`src/sv/tkst_pkg.sv`:
```
// Shared types, constants and helper functions of the top-k sorted insertion table.
package tkst_pkg;

    // Table geometry.
    localparam int ENTRIES    = 10;
    localparam int NAME_CHARS = 6;
    localparam int NAME_BYTES = 6;

    // Field widths.
    localparam int NAME_W  = 8 * NAME_BYTES;
    localparam int SCORE_W = 32;
    localparam int IDX_W   = 6;
    localparam int CNT_W   = 7;
    localparam int REQ_W   = 2;

    // Input item layout in s_tdata, lowest bit first.
    localparam int S_NAME_LSB  = 0;
    localparam int S_SCORE_LSB = S_NAME_LSB + NAME_W;
    localparam int S_IDX_LSB   = S_SCORE_LSB + SCORE_W;
    localparam int S_USED_W    = S_IDX_LSB + IDX_W;
    localparam int S_DATA_W    = ((S_USED_W + 7) / 8) * 8;

    // Result item layout in m_tdata, lowest bit first.
    localparam int M_QUAL_LSB  = 0;
    localparam int M_RANK_LSB  = M_QUAL_LSB + 1;
    localparam int M_VALID_LSB = M_RANK_LSB + CNT_W;
    localparam int M_NAME_LSB  = M_VALID_LSB + 1;
    localparam int M_SCORE_LSB = M_NAME_LSB + NAME_W;
    localparam int M_CNT_LSB   = M_SCORE_LSB + SCORE_W;
    localparam int M_USED_W    = M_CNT_LSB + CNT_W;
    localparam int M_DATA_W    = ((M_USED_W + 7) / 8) * 8;

    // Request kinds; the fourth code is unused and leaves the table unchanged.
    typedef enum logic [REQ_W-1:0] {
        REQ_INSERT = 2'd0,
        REQ_READ   = 2'd1,
        REQ_CLEAR  = 2'd2
    } req_t;

    // One stored pair.
    typedef struct packed {
        logic [NAME_W-1:0]         name;
        logic signed [SCORE_W-1:0] score;
    } entry_t;

    // Per-cell control from the table controller.
    typedef struct packed {
        logic ins_en;   // an insert item is being accepted this cycle
        logic occupied; // this cell holds a stored pair
    } cell_ctrl_t;

    // Keep the first NAME_CHARS bytes up to the first zero byte; the rest reads as zero.
    function automatic logic [NAME_W-1:0] clean_name(input logic [NAME_W-1:0] raw);
        logic [NAME_W-1:0] res;
        logic              keep;
        res  = '0;
        keep = 1'b1;
        for (int i = 0; i < NAME_BYTES; i++) begin
            keep = keep && (raw[8*i +: 8] != 8'd0) && (i < NAME_CHARS);
            if (keep) begin
                res[8*i +: 8] = raw[8*i +: 8];
            end
        end
        return res;
    endfunction

endpackage

```
`src/sv/tkst_cell.sv`:
```
// One rank cell: holds a pair, compares it with the new score and shifts or loads on insert.
module tkst_cell
    import tkst_pkg::*;
(
    input  logic       aclk,
    input  cell_ctrl_t ctrl,
    input  entry_t     new_entry,  // cleaned pair being inserted
    input  logic       prev_gt,    // the cell above outranks the new pair
    input  entry_t     prev_entry, // pair held by the cell above
    output logic       gt,         // this cell outranks the new pair
    output entry_t     entry       // pair held by this cell
);

    entry_t entry_reg;
    entry_t entry_next;

    // A stored pair outranks the new one only when its score is strictly higher.
    assign gt    = ctrl.occupied && (entry_reg.score > new_entry.score);
    assign entry = entry_reg;

    // Cells that outrank keep their pair, the first that does not loads the new one,
    // and the rest take the pair from the cell above.
    always_comb begin
        entry_next = entry_reg;
        if (ctrl.ins_en && !gt) begin
            if (prev_gt) begin
                entry_next = new_entry;
            end else begin
                entry_next = prev_entry;
            end
        end
    end

    always_ff @(posedge aclk) begin
        entry_reg <= entry_next;
    end

endmodule

```
`src/sv/top_k_sorted_insert_table_top.sv`:
```
// Top level of the top-k sorted insertion table: cell chain, count and result register.
//
// Usage: the block keeps up to ENTRIES (name, score) pairs in descending score
// order, one pair per cell of a chain of rank cells. A request arrives on the
// s_ channel as one item: s_tuser carries the request kind (insert, read,
// clear) and s_tdata the name, score and read index. Every request gives exactly
// one result item on the m_ channel with the qualify flag, placed rank, read
// pair and the entry count after the request.
// The result of an accepted item is registered and shown from the next cycle on.
// Throughput is one item per cycle while the receiver takes results, set by the
// parallel compare in every cell and the one-step shift insert along the chain.
// The result register parts the two sides, so a new item is taken in the same
// cycle that the previous result is taken. When the receiver stalls, the result
// stays on m_tdata and s_tready falls until it is taken.
// Reset empties the table (the count goes to zero) and drops any pending result
// item; the stored pairs themselves are not cleared.
module top_k_sorted_insert_table_top
    import tkst_pkg::*;
(
    input  logic                aclk,
    input  logic                aresetn,
    input  logic                s_tvalid,
    output logic                s_tready,
    // player_name [47:0], score [79:48], read_index [85:80], zero pad [87:86]
    input  logic [S_DATA_W-1:0] s_tdata,
    // req_type [1:0]
    input  logic [REQ_W-1:0]    s_tuser,
    output logic                m_tvalid,
    input  logic                m_tready,
    // qualified [0], placed_rank [7:1], entry_valid [8], entry_name [56:9],
    // entry_score [88:57], entry_count [95:89]
    output logic [M_DATA_W-1:0] m_tdata
);

    logic                 accept;
    logic [IDX_W-1:0]     read_index;
    entry_t               new_entry;
    cell_ctrl_t           ctrl     [ENTRIES];
    logic                 gt_vec   [ENTRIES];
    entry_t               cell_ent [ENTRIES];
    logic                 prev_gt  [ENTRIES];
    entry_t               prev_ent [ENTRIES];

    logic [CNT_W-1:0]     count_reg;
    logic [CNT_W-1:0]     count_next;
    logic                 m_tvalid_reg;
    logic                 m_tvalid_next;
    logic [M_DATA_W-1:0]  m_tdata_reg;
    logic [M_DATA_W-1:0]  m_tdata_next;

    logic [CNT_W-1:0]     rank;
    logic                 qualified;
    logic                 rd_valid;
    entry_t               rd_entry;

    // Input handshake: take an item whenever the result register is free or emptying.
    assign s_tready   = !m_tvalid_reg || m_tready;
    assign accept     = s_tvalid && s_tready;
    assign read_index = s_tdata[S_IDX_LSB +: IDX_W];
    assign new_entry.name  = clean_name(s_tdata[S_NAME_LSB +: NAME_W]);
    assign new_entry.score = $signed(s_tdata[S_SCORE_LSB +: SCORE_W]);

    // Chain of rank cells; the head cell sees an outranking neighbour above it.
    for (genvar i = 0; i < ENTRIES; i++) begin : g_cell
        assign ctrl[i].ins_en   = accept && (s_tuser == REQ_INSERT);
        assign ctrl[i].occupied = (count_reg > CNT_W'(i));
        if (i == 0) begin : g_head
            assign prev_gt[i]  = 1'b1;
            assign prev_ent[i] = new_entry;
        end else begin : g_link
            assign prev_gt[i]  = gt_vec[i-1];
            assign prev_ent[i] = cell_ent[i-1];
        end
        tkst_cell u_cell (
            .aclk       (aclk),
            .ctrl       (ctrl[i]),
            .new_entry  (new_entry),
            .prev_gt    (prev_gt[i]),
            .prev_entry (prev_ent[i]),
            .gt         (gt_vec[i]),
            .entry      (cell_ent[i])
        );
    end

    // The outranking cells form a prefix; the rank is the first cell that does not outrank.
    always_comb begin
        rank = CNT_W'(ENTRIES);
        for (int i = ENTRIES - 1; i >= 0; i--) begin
            if (!gt_vec[i]) begin
                rank = CNT_W'(i);
            end
        end
    end

    // A full table qualifies a score only strictly above its lowest pair.
    assign qualified = (count_reg < CNT_W'(ENTRIES)) ||
                       (new_entry.score > cell_ent[ENTRIES-1].score);

    // Read port: select the cell at the requested rank.
    assign rd_valid = (CNT_W'(read_index) < count_reg);
    always_comb begin
        rd_entry = '0;
        for (int i = 0; i < ENTRIES; i++) begin
            if (read_index == IDX_W'(i)) begin
                rd_entry = cell_ent[i];
            end
        end
    end

    // Count update and result item assembly.
    always_comb begin
        count_next    = count_reg;
        m_tvalid_next = m_tvalid_reg && !m_tready;
        m_tdata_next  = m_tdata_reg;
        if (accept) begin
            m_tvalid_next = 1'b1;
            m_tdata_next  = '0;
            unique case (s_tuser)
                REQ_INSERT: begin
                    if (count_reg < CNT_W'(ENTRIES)) begin
                        count_next = count_reg + CNT_W'(1);
                    end
                    m_tdata_next[M_QUAL_LSB]            = qualified;
                    m_tdata_next[M_RANK_LSB +: CNT_W]   = rank;
                end
                REQ_READ: begin
                    if (rd_valid) begin
                        m_tdata_next[M_VALID_LSB]            = 1'b1;
                        m_tdata_next[M_NAME_LSB +: NAME_W]   = rd_entry.name;
                        m_tdata_next[M_SCORE_LSB +: SCORE_W] = rd_entry.score;
                    end
                end
                REQ_CLEAR: begin
                    count_next = '0;
                end
                default: begin
                    count_next = count_reg;
                end
            endcase
            m_tdata_next[M_CNT_LSB +: CNT_W] = count_next;
        end
    end

    always_ff @(posedge aclk) begin
        if (!aresetn) begin
            count_reg    <= '0;
            m_tvalid_reg <= 1'b0;
        end else begin
            count_reg    <= count_next;
            m_tvalid_reg <= m_tvalid_next;
        end
    end

    always_ff @(posedge aclk) begin
        m_tdata_reg <= m_tdata_next;
    end

    assign m_tvalid = m_tvalid_reg;
    assign m_tdata  = m_tdata_reg;

endmodule

```
`config.mk`:
```
export PLATFORM = sky130hd
export DESIGN_NAME = top_k_sorted_insert_table_top
export DESIGN_NICKNAME = d
export VERILOG_FILES = /design/src/sv/tkst_pkg.sv /design/src/sv/tkst_cell.sv /design/src/sv/top_k_sorted_insert_table_top.sv
export SDC_FILE = /design/constraint.sdc
export NUM_CORES = 2
export LEC_CHECK = 0
export BUFFER_PORTS_ARGS = -buffer_cell sky130_fd_sc_hd__buf_2
export CORE_MARGIN = 4
export CORE_UTILIZATION = 57
export CTS_CLUSTER_DIAMETER = 120
export CTS_CLUSTER_SIZE = 14
export DETAILED_ROUTE_END_ITERATION = 10
export HOLD_SLACK_MARGIN = 0.08
export MAX_ROUTING_LAYER = met4
export PLACE_DENSITY = 0.77
export RECOVER_POWER = 25
export SLEW_MARGIN = 0
export SYNTH_ARGS = -nofsm -noshare
export SYNTH_HDL_FRONTEND = slang
export SYNTH_SLANG_ARGS = --single-unit
```
`constraint.sdc`:
```
create_clock -name aclk -period 9.5 [get_ports aclk]
set_clock_uncertainty 0.15 [all_clocks]
set_input_delay 1.9 -clock aclk [delete_from_list [all_inputs] [get_ports aclk]]
set_output_delay 1.9 -clock aclk [all_outputs]
set_load 0.005 [all_outputs]
```
### Word-level counts from Yosys, hierarchy flattened

Index checks and enable logic that the tools add are counted.

| word-level totals | value |
|---|---|
| bits in registers | 904 |
| input bits | 94 |
| logic and storage cells | 160 |

| cells by class | value |
|---|---|
| add/sub/neg operators | 1 |
| $lt $le $gt $ge | 23 |
| eq/ne operators | 11 |
| mux-type cells | 38 |
| reduce and logical (&&, ||, !) cells | 56 |

Operators with widths:

| kind | number |
|---|---|
| 80-bit 2-to-1 mux | 19 |
| 32-bit greater-than comparator | 11 |
| 8-bit 2-to-1 mux | 6 |
| 8-bit nonzero test | 6 |
| 7-bit by 3-bit greater-than comparator with 1-bit output (second input constant) | 4 |
| 1-bit logical AND | 28 |
| 6-bit by 3-bit == test with 1-bit output (second input constant) | 4 |
| 7-bit by 1-bit greater-than comparator with 1-bit output (second input constant) | 2 |
| 7-bit by 2-bit greater-than comparator with 1-bit output (second input constant) | 2 |
| 7-bit by 4-bit greater-than comparator with 1-bit output (second input constant) | 2 |
| 7-bit one-hot mux with 2 select lines | 1 |
| 6-bit by 2-bit == test with 1-bit output (second input constant) | 2 |
| 6-bit by 4-bit == test with 1-bit output (second input constant) | 2 |
| 1-bit logical NOT | 12 |
| 3-bit 2-to-1 mux | 4 |
| 10-bit AND reduction | 1 |
| 9-bit AND reduction | 1 |
| 2-bit 2-to-1 mux | 4 |
| 7-bit by 1-bit adder with 7-bit output (second input constant) | 1 |
| 6-bit by 7-bit < comparator with 1-bit output | 1 |
| 7-bit by 4-bit < comparator with 1-bit output (second input constant) | 1 |
| 7-bit 2-to-1 mux | 1 |
| 6-bit by 1-bit == test with 1-bit output (second input constant) | 1 |
| 6-bit logical NOT | 1 |
| other kinds (8) | 12 |

### Logic depth before layout (Yosys ltp)

| logic depth | value |
|---|---|
| depth after elaboration | 11 |
| gate-level depth with buffers | 13 |

### Cells and area by module

A second synthesis with hierarchy kept.

| second synthesis, totals | value |
|---|---|
| cell total of the unflattened synthesis | 4057 |
| area total of the unflattened synthesis | 51550.7 um^2 |

By module, submodules not included:

| module | instances | cells an instance | area each (um^2) |
|---|---|---|---|
| tkst_cell | 10 | 289 | 4172.8 |
| top_k_sorted_insert_table_top | 1 | 1167 | 9823.2 |

### Least setup slack after synthesis

No wires, ideal clock.

| path | value |
|---|---|
| path kind | input -> register |
| from | input port m_tready |
| to | register g_cell[2].u_cell.entry_reg (netlist bit g_cell[2].u_cell.entry[0]) (enable) |
| arrival | 9198 ps |
| path slack | -465 ps |
| stages on the path | 5 |
| path through | nand2b_1 nand2_1 inv_2 nand2_1 nor3_1 |

| on the way | value |
|---|---|
| cells in the longest elaborated chain, start to end | 4 |

RTL lines:

| element | line | text |
|---|---|---|
| start: declaration | top_k_sorted_insert_table_top.sv:29 | `input logic m_tready,` |
| 1-bit logical OR | top_k_sorted_insert_table_top.sv:57 | `assign s_tready = !m_tvalid_reg \|\| m_tready;` |
| 1-bit logical AND | top_k_sorted_insert_table_top.sv:58 | `assign accept = s_tvalid && s_tready;` |
| via accept | top_k_sorted_insert_table_top.sv:35 | `logic accept;` |
| 1-bit logical AND | top_k_sorted_insert_table_top.sv:65 | `assign ctrl[i].ins_en = accept && (s_tuser == REQ_INSERT);` |
| 1-bit logical AND | tkst_cell.sv:25 | `if (ctrl.ins_en && !gt) begin` |
| end signal: assignment | tkst_cell.sv:35 | `entry_reg <= entry_next;` |
| end: declaration | tkst_cell.sv:14 | `entry_t entry_reg;` |

The timed path passes the listed nets, and every way through them passes these cells.
A chain may end at the register's enable or synchronous reset.

### Worst setup path in the final report

| path | value |
|---|---|
| from | input port s_tdata[48] |
| to | register g_cell[9].u_cell.entry_reg (netlist bit g_cell[9].u_cell.entry[23]) (enable) |

| on the way | value |
|---|---|
| cells in the longest elaborated chain, start to end | 4 |

RTL lines:

| element | line | text |
|---|---|---|
| start: declaration | top_k_sorted_insert_table_top.sv:25 | `input logic [S_DATA_W-1:0] s_tdata,` |
| 32-bit greater-than comparator | tkst_cell.sv:18 | `assign gt = ctrl.occupied && (entry_reg.score > new_entry.score);` |
| 1-bit logical AND | tkst_cell.sv:18 |  |
| 1-bit logical NOT | tkst_cell.sv:25 |  |
| 1-bit logical AND | tkst_cell.sv:25 |  |
| end signal: assignment | tkst_cell.sv:35 |  |
| end: declaration | tkst_cell.sv:14 |  |

Every way passes these cells.

==> metrics.txt <==
RSZ-0062 raised after global routing false; RR Endpoint m_tdata[14]$_SDFFCE_PN0P_; slew at the pin closest to its max-slew limit ~3.7 ns; Reg clk slew, reported paths about 0.070 ns; cts hold-fix bufs 0; ratio of total power to cell area between 150 and 200 mW/mm^2; power share of the combinational group 9.4%; number of instances on the worst hold path 1; max FFs per register 800; Max Root-Sink Buffers 3; number of enable flip-flop cells after synthesis 893; post-DR wirelength/cell 29.25 um; fraction of the yosys area taken by sequential cells 54.42%; launch point of the worst hold path count_reg[5]$_SDFFE_PN0P_; Finish-stage setup viols 0; final cycle utilization of the critical path 82.20%; total count of hold-check failures in the final report 0; failing checks max-capacitance violations, max-slew violations; reg-to-reg critical path startpoint count_reg[1]$_SDFFE_PN0P_; TritonCTS sink count 901; global-route usage over all layers 32.18%; async set or reset register ratio after synthesis 0%; Cell Count, Final, Fillers Out slightly below 5000; drt first-iter violations approximately 4200; TritonCTS buffer count 74; first-pass detailed-route iteration total 6; quantity of I/O buffers inserted on ports between 150 and 200; delay-heaviest family, CP buffers and inverters; library cells used by synthesis 72; static leakage power between 15 and 20 nW; share of total power in sequential cells between 50% and 60%; maximum VDD drop 145.5 uV; placer's final routability congestion estimate just under 1; buffer type at the clock tree root clkbuf_16; Post-Place Cell Area a little over 0.05 sq mm; total wire length after detailed routing between 100000 and 150000 um; cell count along the critical path 12; TritonCTS clock tree yes; final instance area approximately 0.053 sq mm; Max transition margin -149.9%; Die Y-Extent between 300 and 400 um; top post-synthesis cells by area edfxtp_1, mux2_2, ha_1, mux4_2, o21ai_0; post-CTS setup buffers 0; Warnings, synthesis 0; total DRC errors in the routed layout 0; clock latency on the worst-skew pair 0.65 ns; effective utilization at floorplan between 50 and 60%; largest net degree at the start of global routing 103; reg-to-reg setup timing slack 2.55 ns; type of element capturing the critical path flop; first-pass GRT wire length approximately 210000 um; Buffers & Inverters on Critical Path 4; largest area contributor in the synthesized netlist edfxtp_1; switching power share of the total 24.30%; number of antenna violations at the first check in global routing 10; setup TNS 0 ns; most frequently used flop master after synthesis edfxtp_1; Die Footprint slightly above 0.09 sq mm; Switching Power approximately 2.0 mW; CORE AREA about 0.086 sq mm; total number of nets in the final design 4177; maximum achievable frequency ~0.13 GHz; category of the critical setup timing path in -> reg; ordered cell list for the critical path clkbuf_1, inv_1, ha_1, nor2b_1, o211ai_1, a2111o_1, o211ai_1, a21oi_1, xnor2_1, a21oi_4, clkbuf_1, buf_4; Data required, critical path between 9 and 10 ns; total vias in the final route 33810; status finished with violations; antenna violation net count after detailed routing 0; Std-Cell Rows 107; data arrival time of the worst path between 7 and 8 ns; startpoint kind of the worst setup timing path input pin; area growth from synthesis to layout 7.711%; cell total after placement 4822; Final min period approximately 7.8 ns; internal portion of total power slightly above 6 mW; largest fanout on the critical path 42; layout cell share with drive strength beyond 1 between 20% and 30%; global route total overflow 0; Resized cells post-CTS 0; longest individual stage delay on the worst path approximately 2.3 ns; cells after synthesis around 3700; CTS H-tree depth 3; R2R depth 11; HP Class reg -> reg; number of global-route vias before repair ~33000; post-synthesis average cell area 13.47 sq um; cell type of the slowest stage on the worst timing path clkbuf_1; HPWL after detailed placement roughly 90000 um; # Max-Cap Violations 10; number of max-slew violations in the final report 465; post-synthesis register bit count 901; boundary pin count approximately 190; part of the total power dissipated in the clock network 35.2%; via/cell ratio 6.864; top cell type's share of synthesized area between 50% and 60%; Hold EP count_reg[5]$_SDFFE_PN0P_; Netlist Area Pre-Place around 0.05 sq mm; die width slightly above 300 um
==> layer usage <==
metal	wire length [um]	track usage, %	share of wire, %
met1	56390	43.75	39
met2	64840	48.33	45
met3	17400	7.077	12
met4	5411	11.23	3.8
met5	0	-	0
==> power by group through the flow <==
stage,registers (mW),clock network (mW),logic [mW]
final,4.55,2.88,0.767
after global routing,4.55,3.06,0.830
after CTS,4.54,2.89,0.764
after detailed placement,4.63,0,0.759
after global placement,4.62,0,0.741
after floorplan,4.62,0,0.482
==> how the worst max path moves through the flow <==
stage                 from                                    to  slack [ns]
6_report       s_tdata[48]  g_cell[9].u_cell.entry[23]$_DFFE_PP_        1.69
3_5_place_dp   s_tdata[79]              m_tdata[3]$_SDFFCE_PN0P_        2.36
2_1_floorplan     m_tready   g_cell[9].u_cell.entry[0]$_DFFE_PP_        1.10
3_3_place_gp   s_tdata[79]              m_tdata[3]$_SDFFCE_PN0P_        2.44
4_1_cts        s_tdata[79]              m_tdata[3]$_SDFFCE_PN0P_        3.06
5_1_grt        s_tdata[56]              m_tdata[2]$_SDFFCE_PN0P_        1.40
==> synth_stat cells (7+ instances only) <==
cell / instances
a211o_1: 7
a211oi_1: 27
a21o_1: 48
a21oi_1: 161
a221oi_1: 81
a222oi_1: 19
a22oi_1: 60
a31oi_1: 7
and2_1: 48
and4_1: 11
buf_1: 10
buf_2: 64
buf_4: 8
buf_6: 7
clkbuf_1: 159
dfxtp_1: 8
edfxtp_1: 893
ha_1: 329
inv_1: 88
mux2_1: 31
mux2_2: 608
mux4_2: 85
nand2_1: 227
nand2b_1: 14
nand3_1: 24
nand4_1: 61
nor2_1: 159
nor2b_1: 43
nor3_1: 21
nor4_1: 23
o211ai_1: 15
o21a_1: 15
o21ai_0: 213
o221ai_1: 32
==> cell type report <==
| type | instances | area [sq um] |
|---|---|---|
| clock buffer | 89 | 1929 |
| timing repair buffer | 244 | 1269 |
| fill | 6613 | 32290 |
| clock inverter | 5 | 83.83 |
| multi-input combinational | 2442 | 21340 |
| tap | 1144 | 1431 |
| sequential | 901 | 26980 |
| inverter | 91 | 344.1 |
| antenna | 9 | 22.52 |
==> kinds of logic (layout without fill, tap and decap cells) <==
group	after synthesis	count (layout)	synth area share [%]
AOI/OAI and AO/OA	728	728	9.634
xor gates and xnor gates	1	1	0.01767
adders and majority gates	329	329	8.304
buffers and inverters	339	429	2.895
DFF	901	901	54.42
muxes	728	728	18.46
other	1	12	0.007564
and+or+nand+nor	653	653	6.269
==> worst register-to-register path, stage by stage (launching register included) <==
cell and delay, ns:
dfxtp_1 0.51, clkinv_1 0.44, ha_1 0.44, a21o_1 0.10, a21oi_1 0.06, nor2b_1 0.11, o21ai_0 0.08, nand2b_1 0.07
a21oi_1 0.07, o21ai_0 2.50, clkbuf_2 1.59, nor2_1 0.45
==> layout by cell type, fill, tap and decap left out, types with 47 or more instances in the layout <==
cell       count
mux2_2       607
clkbuf_1     130
a21oi_1      160
nor2_1       152
mux4_2        85
nand4_1       61
a221oi_1      81
clkbuf_16     75
buf_2         73
ha_1         329
edfxtp_1     893
nand2_1      226
a22oi_1       60
buf_4         47
inv_1         88
o21ai_0      214
a21o_1        48
==> per-stage QoR <==
step | hold WS, ns | setup WS, ns | utilization, % | total power [mW]
after floorplan | 0.3222 | 1.103 | - | 5.102
after global placement | 0.3575 | 2.440 | 60.20 | 5.365
after detailed placement | 0.3594 | 2.365 | 60.20 | 5.387
after CTS | 0.3693 | 3.062 | 62.55 | 8.196
after global routing | 0.3989 | 1.396 | 62.32 | 8.441
final | 0.3737 | 1.691 | 62.32 | 8.196
No activity file was read; power rests on OpenSTA's default activity.
